==> config.mk <==
export PLATFORM = sky130hd
export DESIGN_NAME = json_number_token_parser
export DESIGN_NICKNAME = d
export VERILOG_FILES = /design/src/rtl/jntp_pkg.sv /design/src/rtl/json_number_token_parser.sv
export SDC_FILE = /design/constraint.sdc
export NUM_CORES = 2
export LEC_CHECK = 0
export BUFFER_PORTS_ARGS = -buffer_cell sky130_fd_sc_hd__buf_2
export CORE_MARGIN = 1.5
export CORE_UTILIZATION = 40
export CTS_CLUSTER_SIZE = 40
export DETAILED_ROUTE_END_ITERATION = 12
export MAX_ROUTING_LAYER = met4
export PLACE_DENSITY = 0.56
export SYNTH_ARGS = -nofsm -noshare
export SYNTH_HDL_FRONTEND = slang
export SYNTH_SLANG_ARGS = --single-unit
==> constraint.sdc <==
create_clock -name aclk -period 26.4 [get_ports aclk]
set_input_delay 7.92 -clock aclk [delete_from_list [all_inputs] [get_ports aclk]]
set_output_delay 7.92 -clock aclk [all_outputs]
set_load 0.03 [all_outputs]
==> src/rtl/jntp_pkg.sv <==
// Shared types, phase codes, character codes and helpers for the JSON number token parser.
package jntp_pkg;

    localparam int TextWidth   = 8;
    localparam int MagWidth    = 63;
    localparam int CountWidth  = 8;
    localparam int ExpMagWidth = 31;
    localparam int ExpWidth    = 32;
    localparam int OutDataWidth = 176;

    localparam logic [MagWidth-1:0]    MagMax = {MagWidth{1'b1}};
    localparam logic [MagWidth-1:0]    ExpMax = {{(MagWidth-ExpMagWidth){1'b0}},
                                                 {ExpMagWidth{1'b1}}};
    localparam logic [CountWidth-1:0]  CountMax = {CountWidth{1'b1}};

    localparam logic [3:0] PH_START   = 4'd0;
    localparam logic [3:0] PH_SIGN    = 4'd1;
    localparam logic [3:0] PH_ZERO    = 4'd2;
    localparam logic [3:0] PH_WHOLE   = 4'd3;
    localparam logic [3:0] PH_DOT     = 4'd4;
    localparam logic [3:0] PH_FRAC    = 4'd5;
    localparam logic [3:0] PH_EXP     = 4'd6;
    localparam logic [3:0] PH_EXPSIGN = 4'd7;
    localparam logic [3:0] PH_EXPDIG  = 4'd8;

    localparam logic [7:0] CH_ZERO   = 8'h30;
    localparam logic [7:0] CH_NINE   = 8'h39;
    localparam logic [7:0] CH_MINUS  = 8'h2D;
    localparam logic [7:0] CH_PLUS   = 8'h2B;
    localparam logic [7:0] CH_DOT    = 8'h2E;
    localparam logic [7:0] CH_E_LOW  = 8'h65;
    localparam logic [7:0] CH_E_UP   = 8'h45;
    localparam logic [7:0] CH_COMMA  = 8'h2C;
    localparam logic [7:0] CH_RBRACK = 8'h5D;
    localparam logic [7:0] CH_RBRACE = 8'h7D;

    typedef struct packed {
        logic                        stop_byte_used;
        logic                        overflowed;
        logic signed [ExpWidth-1:0]  exponent_value;
        logic [CountWidth-1:0]       fraction_digits;
        logic [MagWidth-1:0]         fraction_part;
        logic [MagWidth-1:0]         whole_part;
        logic                        is_negative;
        logic                        number_ok;
    } result_t;

    typedef struct packed {
        logic                 sat;
        logic [MagWidth-1:0]  value;
    } mac_t;

    // acc * 10 + d, clamped at max
    function automatic mac_t mac_sat(input logic [MagWidth-1:0] acc,
                                     input logic [3:0] d,
                                     input logic [MagWidth-1:0] max);
        logic [MagWidth+3:0] t;
        mac_t r;
        t = {1'b0, acc, 3'b000} + {3'b000, acc, 1'b0} + {{MagWidth{1'b0}}, d};
        if (t > {4'b0000, max}) begin
            r.sat   = 1'b1;
            r.value = max;
        end else begin
            r.sat   = 1'b0;
            r.value = t[MagWidth-1:0];
        end
        return r;
    endfunction

endpackage

==> src/rtl/json_number_token_parser.sv <==
// A result is registered when the byte ending the number is accepted.
// One byte per cycle while s_tready is high; the digit update is a shift-add by ten.
// A two-entry output (result register plus skid register) lets input continue under stall.
// s_tready drops only while both output entries hold a result.
// Reset (aresetn low, synchronous) returns to the start phase, clears all accumulators
// and empties both output entries.
module json_number_token_parser (
    input  logic                                aclk,
    input  logic                                aresetn,
    input  logic                                s_tvalid,
    output logic                                s_tready,
    input  logic [jntp_pkg::TextWidth-1:0]      s_tdata,  // text_byte[7:0]
    input  logic                                s_tlast,  // end_of_text
    output logic                                m_tvalid,
    input  logic                                m_tready,
    // is_negative[0], whole_part[63:1], fraction_part[126:64], fraction_digits[134:127],
    // exponent_value[166:135], overflowed[167], stop_byte_used[168], zero fill[175:169]
    output logic [jntp_pkg::OutDataWidth-1:0]   m_tdata,
    output logic                                m_tuser   // number_ok
);
    import jntp_pkg::*;

    logic [3:0]             phase_reg, phase_next;
    logic                   neg_reg, neg_next;
    logic [MagWidth-1:0]    whole_reg, whole_next;
    logic [MagWidth-1:0]    frac_reg, frac_next;
    logic [CountWidth-1:0]  count_reg, count_next;
    logic [ExpMagWidth-1:0] exp_reg, exp_next;
    logic                   exp_neg_reg, exp_neg_next;
    logic                   sat_reg, sat_next;

    result_t m_res_reg, m_res_next;
    logic    m_valid_reg, m_valid_next;
    result_t skid_res_reg, skid_res_next;
    logic    skid_valid_reg, skid_valid_next;

    logic [TextWidth-1:0] b;
    logic       digit, expmark, term;
    logic [3:0] d;
    logic       emit, ok, used, bad_phase;
    logic [3:0] nxt;
    logic       accept, m_fire, complete;
    mac_t       whole_mac, frac_mac, exp_mac;
    logic signed [ExpWidth-1:0] exp_signed;
    result_t    res;

    assign b       = s_tdata;
    assign digit   = (b >= CH_ZERO) && (b <= CH_NINE);
    assign d       = digit ? b[3:0] : 4'd0;
    assign expmark = (b == CH_E_LOW) || (b == CH_E_UP);
    assign term    = (b == CH_COMMA) || (b == CH_RBRACK) || (b == CH_RBRACE);

    assign whole_mac = mac_sat(whole_reg, d, MagMax);
    assign frac_mac  = mac_sat(frac_reg, d, MagMax);
    assign exp_mac   = mac_sat({{(MagWidth-ExpMagWidth){1'b0}}, exp_reg}, d, ExpMax);

    assign s_tready = !skid_valid_reg;
    assign accept   = s_tvalid && s_tready;
    assign m_fire   = m_valid_reg && m_tready;

    always_comb begin
        neg_next     = neg_reg;
        whole_next   = whole_reg;
        frac_next    = frac_reg;
        count_next   = count_reg;
        exp_next     = exp_reg;
        exp_neg_next = exp_neg_reg;
        sat_next     = sat_reg;
        nxt          = phase_reg;
        emit         = 1'b0;
        ok           = 1'b0;
        used         = 1'b0;
        bad_phase    = 1'b0;
        case (phase_reg)
            PH_START, PH_SIGN: begin
                if (phase_reg == PH_START && b == CH_MINUS) begin
                    neg_next = 1'b1;
                    nxt      = PH_SIGN;
                end else if (digit) begin
                    whole_next = {{(MagWidth-4){1'b0}}, d};
                    nxt        = (d == 4'd0) ? PH_ZERO : PH_WHOLE;
                end else begin
                    emit = 1'b1;
                end
            end
            PH_ZERO, PH_WHOLE: begin
                if (digit && phase_reg == PH_WHOLE) begin
                    whole_next = whole_mac.value;
                    sat_next   = sat_reg | whole_mac.sat;
                    nxt        = PH_WHOLE;
                end else if (b == CH_DOT) begin
                    nxt = PH_DOT;
                end else if (expmark) begin
                    nxt = PH_EXP;
                end else begin
                    emit = 1'b1;
                    ok   = term;
                end
            end
            PH_DOT, PH_FRAC: begin
                if (digit) begin
                    frac_next = frac_mac.value;
                    if (count_reg == CountMax) begin
                        sat_next = 1'b1;
                    end else begin
                        count_next = count_reg + 1'b1;
                        sat_next   = sat_reg | frac_mac.sat;
                    end
                    if (frac_mac.sat) begin
                        sat_next = 1'b1;
                    end
                    nxt = PH_FRAC;
                end else if (expmark) begin
                    nxt = PH_EXP;
                end else begin
                    emit = 1'b1;
                    ok   = term;
                end
            end
            PH_EXP, PH_EXPSIGN: begin
                if (phase_reg == PH_EXP && b == CH_MINUS) begin
                    exp_neg_next = 1'b1;
                    nxt          = PH_EXPSIGN;
                end else if (phase_reg == PH_EXP && b == CH_PLUS) begin
                    nxt = PH_EXPSIGN;
                end else if (digit) begin
                    exp_next = {{(ExpMagWidth-4){1'b0}}, d};
                    nxt      = PH_EXPDIG;
                end else begin
                    emit = 1'b1;
                end
            end
            PH_EXPDIG: begin
                if (digit) begin
                    exp_next = exp_mac.value[ExpMagWidth-1:0];
                    sat_next = sat_reg | exp_mac.sat;
                    nxt      = PH_EXPDIG;
                end else begin
                    emit = 1'b1;
                    ok   = 1'b1;
                end
            end
            default: begin
                bad_phase = 1'b1;
            end
        endcase

        complete = (nxt == PH_ZERO) || (nxt == PH_WHOLE) ||
                   (nxt == PH_FRAC) || (nxt == PH_EXPDIG);
        if (!emit && !bad_phase && s_tlast) begin
            emit = 1'b1;
            used = 1'b1;
            ok   = complete;
        end

        if (emit || bad_phase) begin
            phase_next = PH_START;
        end else begin
            phase_next = nxt;
        end
    end

    assign exp_signed = exp_neg_next ? -$signed({1'b0, exp_next}) : $signed({1'b0, exp_next});

    always_comb begin
        res.number_ok       = ok;
        res.is_negative     = ok & neg_next;
        res.whole_part      = ok ? whole_next : '0;
        res.fraction_part   = ok ? frac_next : '0;
        res.fraction_digits = ok ? count_next : '0;
        res.exponent_value  = ok ? exp_signed : '0;
        res.overflowed      = ok & sat_next;
        res.stop_byte_used  = used;
    end

    always_comb begin
        m_res_next      = m_res_reg;
        m_valid_next    = m_valid_reg;
        skid_res_next   = skid_res_reg;
        skid_valid_next = skid_valid_reg;
        if (skid_valid_reg) begin
            if (m_fire) begin
                m_res_next      = skid_res_reg;
                skid_valid_next = 1'b0;
            end
        end else begin
            if (m_fire) begin
                m_valid_next = 1'b0;
            end
            if (accept && emit) begin
                if (!m_valid_reg || m_fire) begin
                    m_res_next   = res;
                    m_valid_next = 1'b1;
                end else begin
                    skid_res_next   = res;
                    skid_valid_next = 1'b1;
                end
            end
        end
    end

    always_ff @(posedge aclk) begin
        if (!aresetn) begin
            phase_reg      <= PH_START;
            neg_reg        <= 1'b0;
            whole_reg      <= '0;
            frac_reg       <= '0;
            count_reg      <= '0;
            exp_reg        <= '0;
            exp_neg_reg    <= 1'b0;
            sat_reg        <= 1'b0;
            m_valid_reg    <= 1'b0;
            skid_valid_reg <= 1'b0;
        end else begin
            if (accept) begin
                phase_reg <= phase_next;
                if (emit || bad_phase) begin
                    neg_reg     <= 1'b0;
                    whole_reg   <= '0;
                    frac_reg    <= '0;
                    count_reg   <= '0;
                    exp_reg     <= '0;
                    exp_neg_reg <= 1'b0;
                    sat_reg     <= 1'b0;
                end else begin
                    neg_reg     <= neg_next;
                    whole_reg   <= whole_next;
                    frac_reg    <= frac_next;
                    count_reg   <= count_next;
                    exp_reg     <= exp_next;
                    exp_neg_reg <= exp_neg_next;
                    sat_reg     <= sat_next;
                end
            end
            m_valid_reg    <= m_valid_next;
            skid_valid_reg <= skid_valid_next;
        end
    end

    always_ff @(posedge aclk) begin
        m_res_reg    <= m_res_next;
        skid_res_reg <= skid_res_next;
    end

    assign m_tvalid = m_valid_reg;
    assign m_tuser  = m_res_reg.number_ok;
    assign m_tdata  = {{(OutDataWidth-$bits(result_t)+1){1'b0}},
                       m_res_reg[$bits(result_t)-1:1]};

`ifndef SYNTHESIS
    a_skid_implies_out: assert property (@(posedge aclk) disable iff (!aresetn)
        skid_valid_reg |-> m_valid_reg)
        else $error("skid entry held while output register empty");

    a_error_payload_zero: assert property (@(posedge aclk) disable iff (!aresetn)
        (m_valid_reg && !m_res_reg.number_ok) |-> (m_tdata[167:0] == 168'd0))
        else $error("error result carries nonzero payload");

    a_phase_legal: assert property (@(posedge aclk) disable iff (!aresetn)
        phase_reg <= PH_EXPDIG)
        else $error("parse phase out of range");

    a_emit_returns_start: assert property (@(posedge aclk) disable iff (!aresetn)
        (accept && emit) |=> (phase_reg == PH_START))
        else $error("phase not back at start after a result");
`endif

endmodule
==> results.md <==
Status:
- The flow ran to the end, and the final reports show no timing, DRC or antenna violations.

Routing:
- The total detailed-routing wirelength is 106000 um.
- The via count is 28583.
- The vias per cell is 5.77.
- In the routed design, unresolved DRC markers number 0.
- In this run, the number of DRC markers left after iteration 0 of detailed routing was 2184.
- The residual antenna-violating net count after detailed routing is 0.
- Dividing the detail-routed wire length by the instance count gives 21.4 um.
- For this run, the detailed router's first-pass iteration total came to 5.

Power:
- IR analysis of the VDD net gives a maximum drop of between 40 and 50 uV.
- For this design the total switching power over the nets is around 0.46 mW.
- The share of total power dissipated in the clock network is 0.440.
- The internal portion of the total power is 1.37 mW.
- The share of total power dissipated in sequential elements is 0.490.
- Power spread over the standard cell area amounts to 47.6 nW/um2.
- Of the total power, the share spent switching nets is 0.250.
- The part of the power in combinational logic is 0.069.
- The leakage power of the design is 16.0 nW.

Timing:
- The number of pins with negative max-slew slack in the final report is 0.
- Based on the critical path, the design can be clocked at up to 0.0679 GHz.
- The final hold violation count came to 0.
- The normalized max-slew margin is 0.235.
- The post-route setup TNS is 0 ns.
- The worst-margin pin slew is 1.13 ns.
- Setup repair after global routing left no endpoint under its margin.
- In the post-route analysis, the smallest setup slack over all paths is 11.68 ns.
- The smallest clock period supported by the final layout is computed as 14.72 ns.
- For the final database, setup skew stands at 0.0226 ns.
- Setup violations remaining at the end of the flow were counted as 0.
- The share of the cycle needed by the critical path after routing is 0.558.

Cells and area:
- The final cell count without fillers is around 5000.
- The area added between synthesis and finish is 10.6%.
- The register with the most flip-flops in the layout has between 150 and 200 of them.
- The share of cells above drive strength 1 is 0.129.
- After routing the design area is 38300 um2.
- The end-of-flow core utilization is 0.448.
- The number of nets in the final layout is 4084.

Clocking:
- The clock-pin slew on the worst setup and hold paths is 0.06 ns.
- The number of setup buffers added after CTS is 0.
- The number of buffers on the longest clock path is 3.
- In this run the number of H-tree levels came out at 2.
- The number of gates given a new drive strength after cts is 0.
- Buffers inserted during clock tree synthesis total between 50 and 60.
- The insertion delay of the later-clocked pin in the worst-skew pair is 0.64 ns.
- CTS placed an instance of sky130_fd_sc_hd__clkbuf_16 at the clock tree root.
- The TritonCTS clock tree is done.
- Counting every sink on the clock net gives 514.
- For this design, the CTS-stage hold fixing added 0 buffers.

Floorplanning:
- The floorplan has between 100 and 150 rows.
- The x dimension of the die is roughly 300 um.
- The I/O pin count is 192.
- For this configuration, the core starts out at a cell density of 0.405.
- The die is 297 um tall.
- The core footprint is 85400 um2.
- The die footprint is 88300 um2.

Logic synthesis:
- The unique cell type count in the Yosys netlist is 107.
- A synthesized cell averages roughly 9.3 um2.
- Counting flops with a built-in enable in the synthesized netlist gives between 300 and 400.
- After synthesis, the share of flip-flops with an asynchronous set or reset is 0.
- The leading register cell type out of synthesis is sky130_fd_sc_hd__edfxtp_1.
- Counting flops and latches in the post-synthesis netlist gives a little over 500.
- For this run, the register share of the synthesized area comes to 0.395.
- The post-synth design cell area is 34600 um2.
- The count of yosys warnings during synthesis is 0.
- The cell count after synthesis came out at 3707.

GRT:
- The overall fraction of global-route tracks in use is 0.239.
- The global-route wire length before repair is 164000 um.
- The largest net degree at the start of global routing is 160.
- The total overflow left after global routing is 0.
- The initial antenna violation count is 8.
- The via count of the first global-routing pass is 27274.

Worst setup path:
- The delay contributed by the slowest stage of the critical path is 0.88 ns.
- The largest fanout of any net on the critical path is 11.
- The critical path start-end classification is in -> reg.
- Walking the worst path, the cells encountered are buf_2 > nand4bb_1 > a211oi_1 > and2_1 > xnor2_1 > inv_1 > ha_1 > a211oi_1 > o211a_1 > nor4_4 > o2111ai_1 > a32oi_1 > xor2_2 > or2_4 > nor2_2 > a21oi_1 > inv_1 > ha_1 > nor3b_1 > nand3b_1 > nor4_2 > a21oi_1 > mux2i_1.
- STA puts the critical path data required time at between 20 and 30 ns.
- The endpoint type of the worst setup path is a flip-flop.
- The type of origin of the critical path is an input pin.
- The register-to-register path setup slack is 20.13 ns.
- On the critical path, the stage with the largest delay is an instance of sky130_fd_sc_hd__nor4_2.
- At the worst endpoint, the arrival time is 15.10 ns.

Placed design:
- At the placement stage, the worst setup path has a slack of 11.24 ns.
- The HPWL after detailed placement is around 75000 um.
- In this run the cell area measured after placement is 36400 um2.
- The congestion estimate from routability-driven global placement came to slightly below 1.
- In this run the tool buffered the top-level ports with around 180 buffer cells.
- The cell total after placement is between 4000 and 5000.

Min path:
- The path class of the tightest hold or removal check is reg -> reg.

Run:
- Max-cap violations in this run came to 0.
==> final cells by class <==
cell class	count	area, um2
timing repair buffer	228	1270
fill	8455	47100
sequential	514	13700
antenna	5	12.5
tap	1144	1430
multi-input combinational	2892	19800
clock buffer	71	1510
inverter	59	224
clock inverter	37	360
==> worst paths after layout <==
kind / to / cells past startpoint / start
worst min register to register: frac_reg[35] / 2 / frac_reg[35]
worst min-delay path: frac_reg[35] / 2 / frac_reg[35]
worst max register to register: skid_res_reg[166] / 20 / exp_reg[2]
worst max-delay path: skid_res_reg[166] / 23 / s_tdata[6]
==> layer usage <==
| metal | vias up | wire length (um) | share of wire | global-route usage |
|---|---|---|---|---|
| met4 | 0 | 2490 | 0.023 | 0.0595 |
| met3 | 153 | 6000 | 0.057 | 0.0371 |
| met1 | 13747 | 51200 | 0.48 | 0.338 |
| met5 | - | 0 | 0 | - |
| met2 | 739 | 46100 | 0.44 | 0.358 |
| li1 | 13944 | - | - | - |
==> synthesized netlist by cell type, types with 12 or more instances <==
| library cell | n | share of area |
|---|---|---|
| sky130_fd_sc_hd__nand2_1 | 404 | 0.044 |
| sky130_fd_sc_hd__a21o_1 | 118 | 0.026 |
| sky130_fd_sc_hd__a32oi_1 | 12 | 0.0030 |
| sky130_fd_sc_hd__edfxtp_1 | 340 | 0.29 |
| sky130_fd_sc_hd__o21ai_1 | 18 | 0.0026 |
| sky130_fd_sc_hd__o21bai_1 | 36 | 0.0078 |
| sky130_fd_sc_hd__ha_1 | 315 | 0.11 |
| sky130_fd_sc_hd__a31oi_1 | 40 | 0.0072 |
| sky130_fd_sc_hd__clkbuf_1 | 213 | 0.023 |
| sky130_fd_sc_hd__nand3_1 | 81 | 0.012 |
| sky130_fd_sc_hd__inv_1 | 56 | 0.0061 |
| sky130_fd_sc_hd__nor3_1 | 64 | 0.0092 |
| sky130_fd_sc_hd__a21oi_1 | 312 | 0.045 |
| sky130_fd_sc_hd__o211ai_1 | 16 | 0.0035 |
| sky130_fd_sc_hd__o31ai_1 | 63 | 0.014 |
| sky130_fd_sc_hd__o2111ai_1 | 27 | 0.0068 |
| sky130_fd_sc_hd__dfxtp_1 | 174 | 0.10 |
| sky130_fd_sc_hd__o21a_1 | 22 | 0.0048 |
| sky130_fd_sc_hd__xor2_1 | 72 | 0.018 |
| sky130_fd_sc_hd__xnor2_1 | 94 | 0.024 |
| sky130_fd_sc_hd__a22oi_1 | 33 | 0.0072 |
| sky130_fd_sc_hd__nand4_1 | 47 | 0.0085 |
| sky130_fd_sc_hd__a211oi_1 | 15 | 0.0033 |
| sky130_fd_sc_hd__or3_1 | 15 | 0.0027 |
| sky130_fd_sc_hd__nor2_1 | 227 | 0.025 |
| sky130_fd_sc_hd__o21ai_0 | 318 | 0.046 |
| sky130_fd_sc_hd__a21boi_0 | 30 | 0.0065 |
| sky130_fd_sc_hd__nor4_1 | 14 | 0.0025 |
| sky130_fd_sc_hd__nand2b_1 | 23 | 0.0042 |
| sky130_fd_sc_hd__and2_1 | 74 | 0.013 |
| sky130_fd_sc_hd__nor2b_1 | 57 | 0.010 |
| sky130_fd_sc_hd__and3_1 | 21 | 0.0038 |
| sky130_fd_sc_hd__mux2_2 | 98 | 0.032 |
==> power by group through the flow <==
stage          logic (mW)  registers, mW  clock network (mW)
2_1_floorplan      0.0404          0.960                   0
3_5_place_dp        0.127          0.912                   0
4_1_cts             0.127          0.895               0.823
3_3_place_gp        0.127          0.912                   0
5_1_grt             0.133          0.897               0.851
6_report            0.126          0.895               0.804
==> placed cells by master (no fill, tap or decap), types with 16 or more instances in the layout <==
cell and n:
sky130_fd_sc_hd__and2_1 73, sky130_fd_sc_hd__xor2_1 72, sky130_fd_sc_hd__buf_4 44, sky130_fd_sc_hd__o2111ai_1 27, sky130_fd_sc_hd__o21ai_0 318, sky130_fd_sc_hd__a21oi_1 310, sky130_fd_sc_hd__nand3_1 80, sky130_fd_sc_hd__buf_2 183
sky130_fd_sc_hd__o211ai_1 16, sky130_fd_sc_hd__nand2b_1 23, sky130_fd_sc_hd__nand4_1 47, sky130_fd_sc_hd__nor2b_1 56, sky130_fd_sc_hd__ha_1 315, sky130_fd_sc_hd__mux2_2 98, sky130_fd_sc_hd__a21o_1 118, sky130_fd_sc_hd__o21bai_1 36
sky130_fd_sc_hd__xnor2_1 94, sky130_fd_sc_hd__nor2_1 225, sky130_fd_sc_hd__o31ai_1 63, sky130_fd_sc_hd__edfxtp_1 340, sky130_fd_sc_hd__dfxtp_1 173, sky130_fd_sc_hd__and3_1 21, sky130_fd_sc_hd__nand2_1 403, sky130_fd_sc_hd__a22oi_1 33
sky130_fd_sc_hd__nor3_1 63, sky130_fd_sc_hd__o21a_1 22, sky130_fd_sc_hd__inv_1 56, sky130_fd_sc_hd__o21ai_1 17, sky130_fd_sc_hd__a31oi_1 40, sky130_fd_sc_hd__clkbuf_16 57, sky130_fd_sc_hd__a21boi_0 30
==> kinds of logic after synthesis <==
family                   count (synthesis)  share of synthesized area
AO/OA/AOI/OAI                         1210                      0.226
multiplexers                           105                     0.0340
XOR/XNOR                               167                     0.0425
buffers and inverters                  307                     0.0358
other                                    1                   0.000108
adder cells (fa/ha/maj)                319                      0.116
flip-flops                             514                      0.395
AND/OR/NAND/NOR                       1084                      0.150
==> per-stage QoR <==
step	hold WS, ns	power [mW]
2_1_floorplan	0.467	1.00
3_3_place_gp	0.491	1.04
3_5_place_dp	0.496	1.04
4_1_cts	0.506	1.85
5_1_grt	0.533	1.88
6_report	0.501	1.82
==> critical path, delay by kind of cell <==
| kind | cells | cell delay (ns) |
|---|---|---|
| buffers and inverters | 3 | 0.30 |
| xor gates and xnor gates | 2 | 0.42 |
| AOI/OAI and AO/OA | 7 | 2.16 |
| muxes | 1 | 0.16 |
| adders and majority gates | 2 | 0.46 |
| and+or+nand+nor | 8 | 3.66 |
(Power assumes the default switching activity.)
